### src/rtl/wtsp_mult.sv
module wtsp_mult #(
  parameter int OP_W = 33
) (
  input  logic                       clk,
  input  logic                       en,
  input  logic signed [OP_W-1:0]     a,
  input  logic signed [OP_W-1:0]     b,
  output logic signed [2*OP_W-1:0]   prod
);

  // registered signed product
  always_ff @(posedge clk) begin
    if (en) begin
      prod <= a * b;
    end
  end

endmodule

### config.mk
export PLATFORM = sky130hd
export DESIGN_NAME = wtsp_mult
export DESIGN_NICKNAME = d
export VERILOG_FILES = /design/src/rtl/wtsp_mult.sv
export SDC_FILE = /design/constraint.sdc
export NUM_CORES = 2
export LEC_CHECK = 0
export BUFFER_PORTS_ARGS = -buffer_cell sky130_fd_sc_hd__buf_2
export CAP_MARGIN = 10
export CELL_PAD_IN_SITES_DETAIL_PLACEMENT = 1
export CELL_PAD_IN_SITES_GLOBAL_PLACEMENT = 1
export CORE_ASPECT_RATIO = 1.2
export CORE_MARGIN = 2
export CORE_UTILIZATION = 45
export DETAILED_ROUTE_END_ITERATION = 7
export GPL_TIMING_DRIVEN = 0
export PLACE_DENSITY = 0.72
export SLEW_MARGIN = 20
export SYNTH_ARGS = -nofsm -noshare
export SYNTH_HDL_FRONTEND = slang
export SYNTH_SLANG_ARGS = --single-unit
### constraint.sdc
create_clock -name clk -period 12 [get_ports clk]
set_input_delay 2.4 -clock clk [delete_from_list [all_inputs] [get_ports clk]]
set_output_delay 2.4 -clock clk [all_outputs]
set_load 0.005 [all_outputs]
==> flow_summary_export.csv <==
group,metric,value,unit
synthesis,synth_edf_count,66,
clock_tree,post_cts_buffers,0,
timing,hold_viol,0,
synthesis,ys_warn_count,0,
worst_setup_path,path_buf_inv,6,
synthesis,yosysTopAreaCell,"fa_1",
place,dpl_worst_slack,374.0,ps
clock_tree,cts_tree,"yes",
synthesis,syn-num-nets,5768,
synthesis,synthArstFlopShare,0,%
routing,first_pass_iters,6,
synthesis,avgSynthCellArea,9.542,um^2
timing,worstMarginPinSlew,1318,ps
final_layout,fillCellCount,10420,
worst_setup_path,max_stage_delay,1010,ps
synthesis,synth_flop_cell,"edfxtp_1",
synthesis,synth_most_common_cell,"fa_1",
final_layout,top_register,"prod",
routing,drc,0,
worst_setup_path,criticalPathCategory,"in2reg",
final_layout,regArea,0.001982,mm^2
timing,fmax,90.10,MHz
worst_setup_path,cp_cell_sequence,"buf_2, clkbuf_1, nand2_1, fa_1, fa_1, fa_1, inv_1, fa_1, fa_1, fa_1, fa_1, inv_1, fa_1, inv_1, ha_1, clkbuf_1, and3_1, nand3_1, nand2b_1, a2111oi_4, a211oi_4, a21o_2, a211oi_2, a211oi_2",
clock_tree,post_cts_resized,0,
floorplan,fp.dieW,280.9,um
worst_setup_path,crit_path_top_delay_cell,"fa_1",
clock_tree,clockBufferDepth,2,
floorplan,io-pin-count,134,
place,io_buffer_count,133,
timing,drv_slew,0,
synthesis,synth_xor_area_share,1.439,%
place,dpl.hpwl,142000,um
synthesis,synth.cell_area,0.04139,mm^2
routing,wirelength,167800,um
worst_setup_path,crit_path_max_fanout,10,
synthesis,synth_compound_area_share,4.002,%
synthesis,synthAdderAreaFrac,61.93,%
synthesis,synth_top_family_by_area,"adder cells",
synthesis,ys_ff_latch,66,
outcome,status,"completed",
routing,viasPerCell,5.525,
synthesis,synth-simple-area-share,15.53,%
final_layout,multi_input_area,0.03432,mm^2
worst_setup_path,crit_family,"adder cells",
floorplan,fp.coreArea,0.09099,mm^2
clock_tree,cts_sinks,66,
worst_setup_path,crit_path_start_kind,"input port",
floorplan,die-area,0.09444,mm^2
synthesis,synthCells,4338,
timing,rsz0062_at_grt,"false",
final_layout,area_delta_synth_final,6.221,%
timing,finalSetupViolCount,0,
routing,route.vias.total,31680,
min_path,min_path_type,"in2reg",
grt,antenna_found_initial,20,
final_layout,final_cell_area,0.04397,mm^2
routing,ant_nets,0,
floorplan,initial_core_util,45.49,%
flow_run,cap_violations,0,
final_layout,largest_reg_flops,66,
routing,wire_per_inst,29.27,um
worst_setup_path,cp.arrival,11200,ps
grt,grt_pass1_vias,36150,
timing,period_minus_slack,11100,ps
timing,post-route-period-util,92.49,%
worst_setup_path,worstSetupEndpointType,"register",
synthesis,synth_cell_types,80,
final_layout,final_nets,5914,
routing,drt-initial-drc-count,2282,
timing,finalWorstSetupSlack,901.0,ps
worst_setup_path,worstPathRequired,12100,ps
timing,tns,0,ps
floorplan,fp.dieH,336.2,um
place,place.gp.congestion,1.017,
final_layout,top_regs,"prod x66",
clock_tree,cts-buffers-inserted,9,
synthesis,netlist.area_leader.share,55.37,%
grt,grtUsageTotal,36.76,%
place,post_dp_cell_area,0.04363,mm^2
synthesis,synth_common_cells,"fa_1, inv_1, and2_1, nand2_1, ha_1",
grt,grt_pass1_wl,241100,um
synthesis,netlist_top_cells_area,"fa_1, inv_1, and2_1",
timing,timing.hold.ws,2415,ps
grt,grt_max_degree,55,
timing,slew_headroom,12.12,%
clock_tree,clkTransAtPathRegs,60,ps
final_layout,layout-drive-gt1-share,4.589,%
clock_tree,cts_hold_buf,0,
synthesis,ys_seq_area_share,4.788,%
clock_tree,htree_levels,3,
clock_tree,cts_root_buffer,"clkbuf_16",
synthesis,muxShareOfSynthArea,0,%
worst_setup_path,cpMostUsedCell,"fa_1",
floorplan,floorplan.rows,121,
grt,grt.overflow.total,0,
path summary, 6_finish.rpt:
check / from / endpoint / cells after the start
hold / removal: en / prod[60] / 1
setup / recovery: b[9] / prod[62] / 24
cells by family after synthesis:
family,count (synthesis)
AOI/OAI and AO/OA,219
and+or+nand+nor,1271
buffers and inverters,1352
xor gates and xnor gates,68
DFF,66
adders and majority gates,1362
metrics by stage:
step | instances | util [%]
2_1_floorplan | 4338 | -
3_3_place_gp | 5701 | 47.92
3_5_place_dp | 5702 | 47.95
4_1_cts | 5718 | 48.26
5_1_grt | 5719 | 48.28
6_report | 5734 | 48.32
metal layers:
layer | vias to the layer above | track usage [%] | wire [um]
met5 | - | 0 | 35
li1 | 12720 | - | -
met4 | 6 | 35.23 | 19980
met1 | 16810 | 39.99 | 55290
met3 | 626 | 6.691 | 12350
met2 | 1526 | 60.34 | 80180
cell usage in the layout (no fill, tap or decap), drive strengths merged, types with 5 or more instances in the layout:
cell	netlist	layout
and4	5	5
o21bai	11	11
o211ai	5	5
and2	563	563
a31oi	9	9
nor2	68	68
o21ai	33	33
nor2b	5	5
nand4	12	12
o31ai	7	7
nand2	551	551
nand3	26	26
nand2b	12	12
and3	6	6
nor3	7	7
a211o	6	6
o21a	6	6
xnor2	43	43
xor2	25	25
a211oi	11	11
buf	13	148
fa	1145	1145
a21oi	61	61
diode	0	15
inv	1131	1134
edfxtp	66	66
ha	217	217
clkbuf	208	217
a21o	38	38
final cells by class:
cell class | count | area share, %
Clock buffer | 9 | 0.5122
Sequential cell | 66 | 4.507
Clock inverter | 7 | 0.1167
Inverter | 1131 | 9.655
Buffer | 221 | 1.949
Antenna cell | 15 | 0.08537
Timing Repair Buffer | 135 | 1.616
Multi-Input combinational cell | 2920 | 78.06
Tap cell | 1230 | 3.500
Power is not shown: default switching activity piles up to over one toggle a cycle in this logic, so the estimate is an artifact.
