===== src/rtl/wtsp_div.sv =====
module wtsp_div #(
  parameter int NUM_W = 48,
  parameter int DEN_W = 31
) (
  input  logic              clk,
  input  logic              rst,
  input  logic              start,
  input  logic [NUM_W-1:0]  num,
  input  logic [DEN_W-1:0]  den,
  output logic              done,
  output logic [NUM_W-1:0]  quot
);

  localparam int CNT_W = $clog2(NUM_W + 1);

  logic             busy;
  logic [CNT_W-1:0] cnt;
  logic [NUM_W-1:0] numsh;
  logic [DEN_W-1:0] rem;
  logic [DEN_W-1:0] den_r;
  logic [DEN_W:0]   trial;
  logic             fits;

  // restoring step: one quotient bit a cycle, msb first
  assign trial = {rem, numsh[NUM_W-1]};
  assign fits  = trial >= {1'b0, den_r};

  always_ff @(posedge clk) begin
    if (rst) begin
      busy <= 1'b0;
      done <= 1'b0;
      cnt  <= '0;
    end else begin
      done <= 1'b0;
      if (start) begin
        busy <= 1'b1;
        cnt  <= CNT_W'(NUM_W);
      end else if (busy) begin
        cnt <= cnt - 1'b1;
        if (cnt == CNT_W'(1)) begin
          busy <= 1'b0;
          done <= 1'b1;
        end
      end
    end
  end

  always_ff @(posedge clk) begin
    if (start) begin
      numsh <= num;
      den_r <= den;
      rem   <= '0;
      quot  <= '0;
    end else if (busy) begin
      numsh <= numsh << 1;
      rem   <= fits ? DEN_W'(trial - {1'b0, den_r}) : DEN_W'(trial);
      quot  <= {quot[NUM_W-2:0], fits};
    end
  end

endmodule

===== config.mk =====
export PLATFORM = sky130hd
export DESIGN_NAME = wtsp_div
export DESIGN_NICKNAME = d
export VERILOG_FILES = /design/src/rtl/wtsp_div.sv
export SDC_FILE = /design/constraint.sdc
export NUM_CORES = 1
export LEC_CHECK = 0
export ABC_AREA = 1
export BUFFER_PORTS_ARGS = -buffer_cell sky130_fd_sc_hd__buf_2
export CAP_MARGIN = 20
export CORE_AREA = 2 2 163 165
export CTS_CLUSTER_DIAMETER = 30
export DETAILED_ROUTE_END_ITERATION = 10
export DIE_AREA = 0 0 165 167
export PLACE_DENSITY = 0.55
export SLEW_MARGIN = 25
export SYNTH_ARGS = -nofsm -noshare
export SYNTH_HDL_FRONTEND = slang
export SYNTH_SLANG_ARGS = --single-unit

===== constraint.sdc =====
create_clock -name clk -period 5 [get_ports clk]
set_input_delay 1 -clock clk [delete_from_list [all_inputs] [get_ports clk]]
set_output_delay 1 -clock clk [all_outputs]
set_load 0.1 [all_outputs]

==> results.toml <==
[critical_path]
cp-end-kind = "flip-flop"
arrival_ns = 3.14
startpoint = "numsh[47]"
crit_slowest_cell = "nand2_4"
worstReg2RegEnd = "rem[20]"
crit_family = "simple AND/OR/NAND/NOR gates"
critPathKind = "reg2reg"
cp-endpoint = "rem[20]"
crit_cells = 16
max_stage_delay_ns = 0.44
ff2ff_setup_slack_ns = 2.23
path_buf_inv = 3
cp.required_ns = 5.37
crit_top_cell = "nand2_1"
crit_path_start_kind = "flip-flop"
regToRegStartpoint = "numsh[47]"
ff2ff_path_depth = 16
worstPathMaxFanout = 48
path_cells = "inv_1, ha_1, fa_1, inv_1, nand2_1, nand2_1, nand3_1, nand2_2, nand2_1, nand3_2, nand2_4, nand2_4, inv_1, nand2_1, nand3_1, nand2_1"

[drt]
drc = 0
num_vias = 7226
wl_um = 21200
final_antenna_net_count = 0
wl_per_cell_um = 13.2
firstDrtPassIters = 5
drt_iter0_drc = 441
viasPerCell = 4.52

[clock_network]
cts_buffers = 17
clkSinkCount = 166
clkTransAtPathRegs_ns = 0.07
hold_buffers = 0
clock_latency_ns = 0.43
cts_buffer_depth = 2
post_cts_buffers = 0
tritoncts = "built"
cts_resized = 0
cts-root-buf = "clkbuf_16"
h-tree-depth = 4

[final_layout]
fill_cells = 2704
areaGrowthSynthToFinish_pct = 18.6
final_cell_mix = "422 x nand2_1, 192 x inv_1, 129 x buf_2"
nets = 1362
utilization_pct = 39.7
layout-drive-gt1-share_pct = 15.7
final_common_cell = "nand2_1"

[yosys]
synthCells = 1123
synth_top_cell_area_share_pct = 27.5
synth_nets = 1239
synth_largest_area_cell = "edfxtp_1"
yosys_warnings = 0
ys_top_cells_by_area = "edfxtp_1 28%, dfxtp_1 20%, nand2_1 18%"
synth.avg_cell_area_sq_um = 7.67
synth_seq_cells = 166
syn-cell-area_sq_um = 8620
yosysUniqueCellTypes = 43
ys_seq_area_share_pct = 47.7

[power_and_ir_drop]
p_sw_mw = 0.888
pwr_density_cell_nw_per_um2 = 310
power_frac_comb_pct = 8.7
p_clk_share_pct = 43.2
switching_share_pct = 28.0
p_int_mw = 2.28
ir_worst_vdd_mv = 0.185
p_seq_share_pct = 48.1
power.leakage_nw = 5.13

[grt]
grt_pass1_vias = 7039
grt-ovfl-total = 0
grt_pass1_wl_um = 35400
antenna_found_initial = 3
grt_usage_pct = 16.0
grt_max_degree = 57

[place]
dp_hpwl_um = 15300
gp_congestion = 0.869
io_buffers = 130

[floorplanning]
die-area_sq_um = 27600
ioPinCount = 131
initial_core_util_pct = 33.5
die_w_um = 165
rows = 59
die_h_um = 167
coreArea_sq_um = 25800

[timing]
slew_headroom_pct = 49.8
fmax_ghz = 0.361
finalSetupViolCount = 0
fin_crit_sh_pct = 55.5
min_period_ns = 2.77
hold_viol = 0
rsz0062_at_grt = "false"
tns_ns = 0
worst_pin_slew_ns = 0.753
skew_ns = 0.0117
finalMaxSlewViolations = 0

[worst_hold_path]
worstHoldPathType = "reg2reg"
holdPathStages = 2

[run_status]
status = "finished clean"

[flow_run]
max_cap_viol_count = 0
-- registers in the layout, indices dropped and copies added, names as in the netlist --
signal,count
rem,31
den_r,31
quot,48
numsh,48
cnt,6
busy,1
done,1
-- cell families after synthesis --
group / after synthesis / share of synthesized area, %
flip-flops: 166 / 47.7
buffers and inverters: 228 / 10.2
adder cells (fa/ha/maj): 34 / 5.02
XOR/XNOR: 13 / 1.32
AND/OR/NAND/NOR: 580 / 27.8
AO/OA/AOI/OAI: 102 / 7.88
-- cell type report --
class	instances	area, sq um	area share [%]
repair buffers	136	698	6.83
clock inverters	15	196	1.92
flip-flops and latches	166	4110	40.2
diodes	3	7.51	0.0734
clock buffers	17	425	4.16
inverters	196	737	7.21
multi-input cells	729	3630	35.5
well taps	335	419	4.10
-- through the flow --
stage / setup slack [ns] / power, mW / hold WS [ns] / cells / cell area, sq um
after floorplan: 1.65 / 1.74 / 0.444 / 1123 / 8620
after global placement: 2.23 / 1.83 / 0.440 / 1562 / 9600
after detailed placement: 2.20 / 1.83 / 0.453 / 1562 / 9600
after CTS: 2.22 / 3.22 / 0.472 / 1594 / 10200
after global routing: 1.88 / 3.30 / 0.483 / 1595 / 10200
final: 2.23 / 3.17 / 0.464 / 1597 / 10200
-- cells in the mapped netlist, drive strengths merged --
library cell,n
a211oi,2
nand4,6
nor2,58
a31oi,1
clkinv,1
xnor2,11
nor4,2
nand2,430
o21bai,6
nand3,57
edfxtp,79
inv,195
a21o,1
dfxtp,87
a21oi,27
nand3b,9
o21ai,6
buf,8
ha,33
xor2,2
or2,5
a21boi,1
nor3,8
clkbuf,24
o211ai,13
fa,1
nor3b,1
and2,4
o22ai,45
-- worst min-delay path by stage --
| stage | from | end | slack, ns |
|---|---|---|---|
| global placement | quot[47] | quot[47] | 0.44 |
| finish | quot[47] | quot[47] | 0.46 |
| detailed placement | quot[47] | quot[47] | 0.45 |
| floorplan | rem[24] | rem[24] | 0.44 |
| CTS | rem[15] | rem[15] | 0.47 |
| global route | rem[15] | rem[15] | 0.48 |
-- worst reg2reg max path, cell delays in order, from the launching register on --
cell      delay (ns)
edfxtp_1        0.37
inv_1           0.05
ha_1            0.22
fa_1            0.40
inv_1           0.09
nand2_1         0.05
nand2_1         0.09
nand3_1         0.08
nand2_2         0.12
nand2_1         0.11
nand3_2         0.09
nand2_4         0.10
nand2_4         0.44
inv_1           0.26
nand2_1         0.11
nand3_1         0.07
nand2_1         0.07
-- power groups by stage --
stage / Combinational, mW / Sequential, mW / Clock (mW)
finish: 0.277 / 1.52 / 1.37
global route: 0.319 / 1.53 / 1.45
CTS: 0.280 / 1.53 / 1.41
detailed placement: 0.279 / 1.56 / 0
global placement: 0.280 / 1.55 / 0
floorplan: 0.181 / 1.56 / 0
-- routing by layer --
metal / global-route usage, % / routed length, um / vias to the layer above
met5: 0 / 0 / -
met1: 22.8 / 10500 / 3248
met3: 2.89 / 846 / 28
met2: 24.4 / 9360 / 158
met4: 5.71 / 444 / 0
li1: - / - / 3792
(Power assumes the default switching activity.)
