`src/rtl/wtsp_pkg.sv`:
```
package wtsp_pkg;

  // port widths fixed by the item layout
  localparam int IO_W        = 32;
  localparam int IN_TDATA_W  = 7 * IO_W;
  localparam int IN_TUSER_W  = 4;
  localparam int OUT_TDATA_W = 2 * IO_W;
  localparam int CFG_W       = 15;

  // configuration register indexes
  localparam logic CFG_SCREEN_WIDTH  = 1'b0;
  localparam logic CFG_SCREEN_HEIGHT = 1'b1;

  localparam logic [CFG_W-1:0] SCREEN_WIDTH_RST  = 15'd1920;
  localparam logic [CFG_W-1:0] SCREEN_HEIGHT_RST = 15'd1080;

  // item kinds and matrix selectors
  localparam logic OP_LOAD    = 1'b0;
  localparam logic OP_PROJECT = 1'b1;
  localparam logic MAT_VIEW   = 1'b0;
  localparam logic MAT_PROJ   = 1'b1;

  // step index of the clip term after the four combined-entry products
  localparam logic [2:0] K_CLIP = 3'd4;

  typedef enum logic [3:0] {
    ST_IDLE,
    ST_MUL,
    ST_ACC,
    ST_SAT_C,
    ST_SAT_P,
    ST_CHECK,
    ST_DIV,
    ST_SCR_MUL,
    ST_SCR_ACC,
    ST_OUT
  } seq_state_t;

  // element read address into the matrix store
  typedef struct packed {
    logic [1:0] row_i;  // view row
    logic [1:0] k;      // view column, projection row
    logic [1:0] col;    // projection column
  } mat_rd_t;

endpackage

```
`src/rtl/wtsp_mat.sv`:
```
module wtsp_mat #(
  parameter int VALUE_WIDTH = 32
) (
  input  logic                          clk,
  input  logic                          rst,
  input  logic                          we,
  input  logic                          sel,
  input  logic [1:0]                    row,
  input  logic [3:0][VALUE_WIDTH-1:0]   wr_row,
  input  wtsp_pkg::mat_rd_t             rd,
  output logic [VALUE_WIDTH-1:0]        view_e,
  output logic [VALUE_WIDTH-1:0]        proj_e
);
  import wtsp_pkg::*;

  logic [3:0][VALUE_WIDTH-1:0] view_m [4];
  logic [3:0][VALUE_WIDTH-1:0] proj_m [4];

  always_ff @(posedge clk) begin
    if (rst) begin
      for (int r = 0; r < 4; r++) begin
        view_m[r] <= '0;
        proj_m[r] <= '0;
      end
    end else if (we) begin
      if (sel == MAT_PROJ) begin
        proj_m[row] <= wr_row;
      end else begin
        view_m[row] <= wr_row;
      end
    end
  end

  assign view_e = view_m[rd.row_i][rd.k];
  assign proj_e = proj_m[rd.k][rd.col];

endmodule

```
`config.mk`:
```
export PLATFORM = sky130hd
export DESIGN_NAME = wtsp_mat
export DESIGN_NICKNAME = d
export VERILOG_FILES = /design/src/rtl/wtsp_pkg.sv /design/src/rtl/wtsp_mat.sv
export SDC_FILE = /design/constraint.sdc
export NUM_CORES = 1
export LEC_CHECK = 0
export ABC_CLOCK_PERIOD_IN_PS = 6000
export BUFFER_PORTS_ARGS = -buffer_cell sky130_fd_sc_hd__buf_2
export CAP_MARGIN = 10
export CORE_ASPECT_RATIO = 0.8
export CORE_UTILIZATION = 36
export DETAILED_ROUTE_END_ITERATION = 8
export GPL_ROUTABILITY_DRIVEN = 0
export SKIP_CTS_REPAIR_TIMING = 1
export SYNTH_ARGS = -nofsm -noshare
export SYNTH_HDL_FRONTEND = slang
export SYNTH_SLANG_ARGS = --single-unit
```
`constraint.sdc`:
```
create_clock -name clk -period 6 [get_ports clk]
set_clock_uncertainty 0.1 [all_clocks]
set_input_delay 0.6 -clock clk [delete_from_list [all_inputs] [get_ports clk]]
set_output_delay 0.6 -clock clk [all_outputs]
set_load 0.005 [all_outputs]
```
==> flow_metrics.tcl, run 1 <==
set metrics [dict create \
    outcome "finished, final reports clean" \
    cts.reportedPaths.clkPinSlew_ns 0.06 \
    share_of_power_burned_in_registers_pct 52.3 \
    drtPass1Iterations 5 \
    pin_count_of_the_biggest_net_entering_global_routing 129 \
    antenna_found_initial 42 \
    slew_headroom_pct 26.8 \
    cp-startpoint "rd[2]" \
    worstSetupEndpointType "primary output" \
    place.port_buffers 203 \
    ant_nets 0 \
    static-leakage-power_uw 0.0179 \
    io-pin-count 204 \
    holdCritStartpoint "wr_row[33]" \
    synth_edf_count 1024 \
    cts.path.max_buffers 3 \
    critical_path_start_type "primary input" \
    yosys_register_bits 1024 \
    detailroute.via_count 24300 \
    synth.yosys.seq_area_share_pct 67.8 \
    final_layout_size_suffix_gt1_share_pct 22.8 \
    final_period_minus_worst_setup_slack_ns 3.93 \
    total_power_uw 16200 \
    power_switching_share_pct 23.2 \
    placeableCoreArea_um2 125000 \
    synth_nets 2869 \
    fmax_mhz 254 \
    class_of_the_most_critical_setup_path "primary input to primary output" \
    pwr-share-comb_pct 8.1 \
    layout.nets 3031 \
    area_growth_syn_to_layout_pct 13.6 \
    cts-htree-levels 3 \
    max_cap_viol_count 0 \
    post_drt_via_cell_ratio 5.23 \
    cts_tree "yes" \
    fin_tns_setup_ns 0 \
    syn_area_um2 45300 \
    synth.top_cells.by_count "1026 x sky130_fd_sc_hd__and2_1, 1024 x sky130_fd_sc_hd__edfxtp_1, 256 x sky130_fd_sc_hd__mux4_2, 128 x sky130_fd_sc_hd__a22oi_1, 118 x sky130_fd_sc_hd__buf_2" \
    pwr_density_cell_nw_per_um2 315 \
    worst-endpoint-required_ns 5.30 \
    via_count_of_the_first_global_routing_pass 24700 \
    critPathMaxFanout 70 \
    synth_top_flop_cell "sky130_fd_sc_hd__edfxtp_1" \
    p_switching_uw 3760 \
    hp-class "primary input to register" \
    routed_wl_um 125000 \
    yosys.area.top_type "sky130_fd_sc_hd__edfxtp_1" \
    filler_cell_count 11200 \
    finalMaxSlewViolations 0 \
    critical_path_arrival_ns 3.23 \
    post_synth_inst_count 2729 \
    timing_worst_slew_pin_value_ns 1.10 \
    async_flop_share_pct 0 \
    clock_tree.root_cell "sky130_fd_sc_hd__clkbuf_16" \
    drc_violations_left 0 \
    setup_violations 0 \
    row_count 116 \
    cts_inserted_buffers 107 \
    clock_sinks 1024 \
    drt_iter0_markers 2484 \
    die-width_um 399 \
    grt-ovfl-total 0 \
    netlist.area_leader.share_pct 67.8 \
    timing_hold_violations_final 0 \
    design.die.area_um2 127000 \
    dp_hpwl_um 71900 \
    global_route_usage_sum_pct 19.8 \
    initial_utilization_pct 36.3 \
    clock_power_share_pct 39.6 \
    period_share_pct 65.5 \
    synth.distinct_cells 21 \
    synth-warning-count 0 \
    cell_internal_pwr_uw 12400 \
    yosys.cell_count.top_type "sky130_fd_sc_hd__and2_1" \
    wl_per_cell_um 27.0 \
    chipHeight_um 319 \
    grt_pass1_wl_um 182000 \
    rsz0062_at_grt "no" \
    synth_area_per_cell_um2 16.6 \
    yosys-top-cells-area "sky130_fd_sc_hd__edfxtp_1 68%, sky130_fd_sc_hd__and2_1 14%, sky130_fd_sc_hd__mux4_2 13%, sky130_fd_sc_hd__a22oi_1 2.1%, sky130_fd_sc_hd__buf_2 1.3%" \
    peakVddDrop_mv 0.213 \
]
==> worst max-delay path, stage by stage <==
cell and delay [ns]:
sky130_fd_sc_hd__buf_8 0.56, sky130_fd_sc_hd__buf_4 0.56, sky130_fd_sc_hd__mux4_2 0.58, sky130_fd_sc_hd__a22oi_1 0.32, sky130_fd_sc_hd__nand2_1 0.28, sky130_fd_sc_hd__buf_2 0.20
==> registers in the layout (all words and copies together) (netlist names) <==
register  flops
proj_m      512
view_m      512
==> layout make-up <==
cell class / count / area (um^2) / share of cell area, %
Timing Repair Buffer: 256 / 1600 / 3.10
Tap cell: 1652 / 2070 / 4.02
Multi-Input combinational cell: 1500 / 13700 / 26.7
Inverter: 2 / 7.51 / 0.0146
Clock buffer: 146 / 2820 / 5.49
Sequential cell: 1024 / 30700 / 59.7
Antenna cell: 14 / 35.0 / 0.0681
Clock inverter: 51 / 472 / 0.916
==> power by group through the flow <==
| stage | registers [uW] | logic, uW | clock network, uW |
|---|---|---|---|
| after floorplan | 8600 | 746 | 0 |
| after global routing | 8520 | 1400 | 6770 |
| after CTS | 8480 | 1330 | 6520 |
| final | 8480 | 1310 | 6420 |
| after global placement | 8620 | 1330 | 0 |
| after detailed placement | 8630 | 1330 | 0 |
==> logic make-up (layout without fill, tap and decap cells) <==
logic type	after synthesis	in the layout	share of synthesized area [%]
other	0	14	0
DFF	1024	1024	67.8
and+or+nand+nor	1112	1112	15.0
muxes	256	256	12.7
buffers and inverters	205	455	2.22
AOI/OAI and AO/OA	132	132	2.20
==> per-stage QoR <==
stage	util (%)	hold slack, ns	std cells	area, um^2	worst slack [ns]
floorplan	-	0.698	2729	45300	1.24
global placement	38.5	0.869	4434	48100	2.05
detailed placement	38.5	0.875	4434	48100	2.04
CTS	41.2	0.0928	4631	51400	2.03
global route	41.2	0.128	4634	51400	1.90
finish	41.2	0.148	4645	51500	2.07
==> layer usage <==
metal / part of all wire [%] / routed length, um / GRT usage (%) / vias to the layer above
met4: 1.8 / 2200 / 4.45 / 24
met5: 0.13 / 157 / 0 / -
li1: - / - / - / 10600
met1: 44 / 55100 / 28.5 / 12700
met3: 7.7 / 9640 / 4.65 / 175
met2: 46 / 58200 / 30.4 / 833
==> placed cells by master, fill, tap and decap left out, types with 4 or more instances in the layout <==
cell type	instances
sky130_fd_sc_hd__a22oi_1	128
sky130_fd_sc_hd__and2_1	1024
sky130_fd_sc_hd__buf_12	12
sky130_fd_sc_hd__buf_2	199
sky130_fd_sc_hd__buf_4	41
sky130_fd_sc_hd__bufinv_16	6
sky130_fd_sc_hd__clkbuf_1	39
sky130_fd_sc_hd__clkbuf_16	107
sky130_fd_sc_hd__clkinv_1	18
sky130_fd_sc_hd__clkinv_2	16
sky130_fd_sc_hd__diode_2	14
sky130_fd_sc_hd__edfxtp_1	1024
sky130_fd_sc_hd__inv_6	5
sky130_fd_sc_hd__mux4_2	256
sky130_fd_sc_hd__nand2_1	65
sky130_fd_sc_hd__nor2_4	4
sky130_fd_sc_hd__nor2b_4	4
sky130_fd_sc_hd__nor4_4	4
sky130_fd_sc_hd__or2_4	4
==> final timing paths <==
check                  endpoint  cells past startpoint  slack (ns)
setup / recovery     proj_e[11]                      6        2.07
hold / removal    proj_m[3][33]                      2        0.15
Power figures use the tool's default switching activity.
==> run 2, diff against run 1 <==
--- a/config.mk
+++ b/config.mk
@@ -5,7 +5,7 @@
 export SDC_FILE = /design/constraint.sdc
 export NUM_CORES = 1
 export LEC_CHECK = 0
-export ABC_CLOCK_PERIOD_IN_PS = 6000
+export ABC_CLOCK_PERIOD_IN_PS = 3500
 export BUFFER_PORTS_ARGS = -buffer_cell sky130_fd_sc_hd__buf_2
 export CAP_MARGIN = 10
 export CORE_ASPECT_RATIO = 0.8
==> constraint.sdc (replaced) <==
create_clock -name clk -period 3.5 [get_ports clk]
set_clock_uncertainty 0.1 [all_clocks]
set_input_delay 0.35 -clock clk [delete_from_list [all_inputs] [get_ports clk]]
set_output_delay 0.35 -clock clk [all_outputs]
set_load 0.005 [all_outputs]
==> flow_metrics.tcl, run 2 (synthesis results as in run 1) <==
set metrics [dict create \
    global_route_usage_sum_pct 19.5 \
    pwr_density_cell_nw_per_um2 519 \
    drc_violations_left 0 \
    place_worst_setup_slack_ns 0.729 \
    worst-endpoint-required_ns 3.05 \
    max_cap_viol_count 0 \
    layout.nets 3209 \
    stdcell_count 4815 \
    place.port_buffers 203 \
    clock_power_share_pct 38.8 \
    share_of_power_burned_in_registers_pct 52.3 \
    fin_tns_setup_ns 0 \
    biggest_regs "proj_m: 512 flops, view_m: 512 flops" \
    final.setup.worst_slack_ns 0.713 \
    initial_utilization_pct 36.3 \
    drt_iter0_markers 2468 \
    dp_hpwl_um 74900 \
    class_of_the_most_critical_setup_path "register to primary output" \
    row_count 116 \
    power_switching_share_pct 23.2 \
    cell_internal_pwr_uw 21300 \
    cts.reportedPaths.clkPinSlew_ns 0.06 \
    worstSetupEndpointType "primary output" \
    io-pin-count 204 \
    post_drt_via_cell_ratio 5.17 \
    cts-htree-levels 3 \
    design.die.area_um2 127000 \
    die-width_um 399 \
    hp-class "primary input to register" \
    critical_path_start_type "register" \
    clock_tree.root_cell "sky130_fd_sc_hd__clkbuf_16" \
    dp_cells 4487 \
    static-leakage-power_uw 0.0188 \
    clock_sinks 1024 \
    via_count_of_the_first_global_routing_pass 24700 \
    slew_headroom_pct 41.0 \
    timing_worst_slew_pin_value_ns 0.884 \
    setup_violations 0 \
    timing_hold_violations_final 0 \
    routed_wl_um 124000 \
    outcome "finished, final reports clean" \
    peakVddDrop_mv 0.433 \
    grt-ovfl-total 0 \
    detailroute.via_count 24900 \
    pin_count_of_the_biggest_net_entering_global_routing 129 \
    rsz0062_at_grt "no" \
    critical_path_arrival_ns 2.34 \
    ant_nets 0 \
    cts.path.max_buffers 3 \
    final_layout_size_suffix_gt1_share_pct 23.1 \
    period_share_pct 79.6 \
    placeableCoreArea_um2 125000 \
    fmax_mhz 359 \
    layout_common_cells "1024 x sky130_fd_sc_hd__and2_1, 1024 x sky130_fd_sc_hd__edfxtp_1, 256 x sky130_fd_sc_hd__mux4_2, 199 x sky130_fd_sc_hd__buf_2" \
    grt_pass1_wl_um 179000 \
    chipHeight_um 319 \
    p_switching_uw 6450 \
    cts_inserted_buffers 104 \
    finalMaxSlewViolations 0 \
    wl_per_cell_um 25.8 \
    antenna_found_initial 24 \
    pwr-share-comb_pct 8.9 \
    critPathMaxFanout 1 \
    drtPass1Iterations 5 \
    area_growth_syn_to_layout_pct 18.2 \
    cts_tree "yes" \
    final_period_minus_worst_setup_slack_ns 2.79 \
]
-- run 2: worst paths after layout --
path                      start       endpoint  slack (ns)  cells past startpoint
setup / recovery  view_m[0][76]     view_e[12]        0.71                      4
hold / removal              rst  proj_m[1][42]        0.20                      2
-- run 2: power groups by stage --
stage	clock network, uW	registers [uW]	logic, uW
after global routing	11400	14600	2650
after CTS	11000	14500	2380
final	10800	14500	2480
after floorplan	0	14700	1280
after detailed placement	0	14800	2380
after global placement	0	14800	2370
-- run 2: worst max-delay path, cell delays in order (launching register included) --
cell	delay [ns]
sky130_fd_sc_hd__edfxtp_1	0.36
sky130_fd_sc_hd__mux4_2	0.46
sky130_fd_sc_hd__a22oi_1	0.42
sky130_fd_sc_hd__nand2_1	0.19
sky130_fd_sc_hd__buf_2	0.18
-- run 2: metrics by stage --
| stage | cell area (um^2) | hold WS [ns] | util, % | power, uW |
|---|---|---|---|---|
| after floorplan | 45300 | 0.448 | - | 16000 |
| after global placement | 49000 | 0.622 | 39.2 | 17100 |
| after detailed placement | 49000 | 0.622 | 39.2 | 17200 |
| after CTS | 52300 | -0.160 | 41.8 | 27900 |
| after global routing | 53600 | 0.183 | 42.9 | 28700 |
| final | 53600 | 0.198 | 42.9 | 27800 |
-- run 2: layer usage --
layer | wire, um | global-route usage (%)
met1 | 55700 | 28.6
met2 | 56500 | 28.9
met3 | 10100 | 5.43
met4 | 1860 | 4.08
met5 | 54 | 0
-- run 2: cell type report --
cell class,instances,area (um^2)
fillers,11100,71400
flip-flops and latches,1024,30700
multi-input cells,1500,13700
repair buffers,437,3740
clock buffers,130,2700
well taps,1652,2070
clock inverters,58,547
diodes,12,30.0
inverters,2,7.51
==> run 3, diff against run 2 <==
--- a/config.mk
+++ b/config.mk
@@ -5,7 +5,7 @@
 export SDC_FILE = /design/constraint.sdc
 export NUM_CORES = 1
 export LEC_CHECK = 0
-export ABC_CLOCK_PERIOD_IN_PS = 3500
+export ABC_CLOCK_PERIOD_IN_PS = 2540
 export BUFFER_PORTS_ARGS = -buffer_cell sky130_fd_sc_hd__buf_2
 export CAP_MARGIN = 10
 export CORE_ASPECT_RATIO = 0.8
==> constraint.sdc (replaced) <==
create_clock -name clk -period 2.54 [get_ports clk]
set_clock_uncertainty 0.1 [all_clocks]
set_input_delay 0.254 -clock clk [delete_from_list [all_inputs] [get_ports clk]]
set_output_delay 0.254 -clock clk [all_outputs]
set_load 0.005 [all_outputs]
==> flow_metrics.tcl, run 3 (synthesis results as in run 1) <==
set metrics [dict create \
    outcome "finished, final reports clean" \
    clock_tree.root_cell "sky130_fd_sc_hd__clkbuf_16" \
    grt_pass1_wl_um 179000 \
    cts_tree "yes" \
    dp_cells 4499 \
    row_count 116 \
    place_worst_setup_slack_ns 0.178 \
    die-width_um 399 \
    antenna_found_initial 17 \
    fmax_mhz 394 \
    critPathMaxFanout 1 \
    met1_usage_pct 28.5 \
    final_layout_size_suffix_gt1_share_pct 25.7 \
    cts.reportedPaths.clkPinSlew_ns 0.06 \
    clock_sinks 1024 \
    timing_hold_violations_final 0 \
    initial_utilization_pct 36.3 \
    setup_violations 0 \
    class_of_the_most_critical_setup_path "register to primary output" \
    critical_path_arrival_ns 2.18 \
    final.setup.worst_slack_ns 0.00271 \
    drtPass1Iterations 5 \
    drt_iter0_markers 2544 \
    fin_tns_setup_ns 0 \
    drc_violations_left 0 \
    global_route_usage_sum_pct 19.5 \
    worstSetupEndpointType "primary output" \
    placeableCoreArea_um2 125000 \
    pwr_density_cell_nw_per_um2 724 \
    stdcell_count 4839 \
    cts_inserted_buffers 107 \
    cts-htree-levels 3 \
    chipHeight_um 319 \
    wl_per_cell_um 25.6 \
    filler_cell_count 10900 \
    layout_common_cells "1024 x sky130_fd_sc_hd__and2_1, 1024 x sky130_fd_sc_hd__edfxtp_1, 256 x sky130_fd_sc_hd__mux4_2, 196 x sky130_fd_sc_hd__buf_2, 131 x sky130_fd_sc_hd__dlygate4sd3_1" \
    design.die.area_um2 127000 \
    layout.nets 3227 \
    critical_path_start_type "register" \
    gr-usage-met2_pct 29.1 \
    via_count_of_the_first_global_routing_pass 24800 \
    hp-class "primary input to register" \
    slew_headroom_pct 46.3 \
    grt-ovfl-total 0 \
    period_share_pct 99.9 \
    cp_slowest_cell "sky130_fd_sc_hd__mux4_2" \
    pin_count_of_the_biggest_net_entering_global_routing 129 \
    static-leakage-power_uw 0.0191 \
    dp_hpwl_um 74500 \
    path_cells "mux4_2 -> a22oi_1 -> nand2_1 -> buf_2" \
    biggest_regs "proj_m: 512 flops, view_m: 512 flops" \
    io-pin-count 204 \
    post_drt_via_cell_ratio 5.18 \
    final_period_minus_worst_setup_slack_ns 2.54 \
    detailroute.via_count 25000 \
    worst_hold_slack_ns 0.113 \
    cp_slowest_stage_delay_ns 0.49 \
    area_growth_syn_to_layout_pct 20.0 \
    crit_family "multiplexers" \
    final_util_pct 43.5 \
    cp.buffers_inverters 1 \
    ant_nets 0 \
    busiest_layer "met2" \
    grt_util_met3_pct 5.40 \
    rsz0062_at_grt "yes" \
    routed_wl_um 124000 \
    peakVddDrop_mv 0.537 \
    max_cap_viol_count 0 \
    place.port_buffers 203 \
    timing_worst_slew_pin_value_ns 0.805 \
    worst-endpoint-required_ns 2.19 \
    cts.path.max_buffers 3 \
    finalMaxSlewViolations 0 \
]
==> run 3: where the power goes <==
| part | switching, uW | total, uW | internal (uW) | leakage, uW |
|---|---|---|---|---|
| Combinational | 2000 | 3570 | 1570 | 0.00756 |
| Sequential | 285 | 20000 | 19700 | 0.00986 |
| Clock | 6760 | 15800 | 9010 | 0.00170 |
| Total | 9040 | 39400 | 30300 | 0.0191 |
==> run 3: layer usage <==
metal / vias up / share of wire (%) / wire length, um
li1: 11000 / - / -
met1: 13100 / 46 / 56500
met2: 847 / 45 / 56300
met3: 132 / 7.4 / 9220
met4: 12 / 1.3 / 1650
met5: - / 0.068 / 84
==> run 3: final cells by class <==
type / count / area (um^2) / area share (%)
antenna: 10 / 25.0 / 0.0460
multi-input combinational: 1500 / 14000 / 25.7
clock inverter: 72 / 687 / 1.26
clock buffer: 127 / 2770 / 5.10
timing repair buffer: 452 / 4080 / 7.51
tap: 1652 / 2070 / 3.80
inverter: 2 / 7.51 / 0.0138
sequential: 1024 / 30700 / 56.6
==> run 3: worst paths after layout <==
kind / start / end / slack [ns] / cells after the start
worst max-delay path: proj_m[3][114] / proj_e[18] / 0.003 / 4
worst min-delay path: row[1] / view_m[3][10] / 0.11 / 2
==> run 3: metrics by stage <==
step | cell area [um^2] | total power (uW)
2_1_floorplan | 45400 | 22000
3_3_place_gp | 49300 | 23600
3_5_place_dp | 49300 | 23700
4_1_cts | 52700 | 39400
5_1_grt | 54400 | 40600
6_report | 54400 | 39400
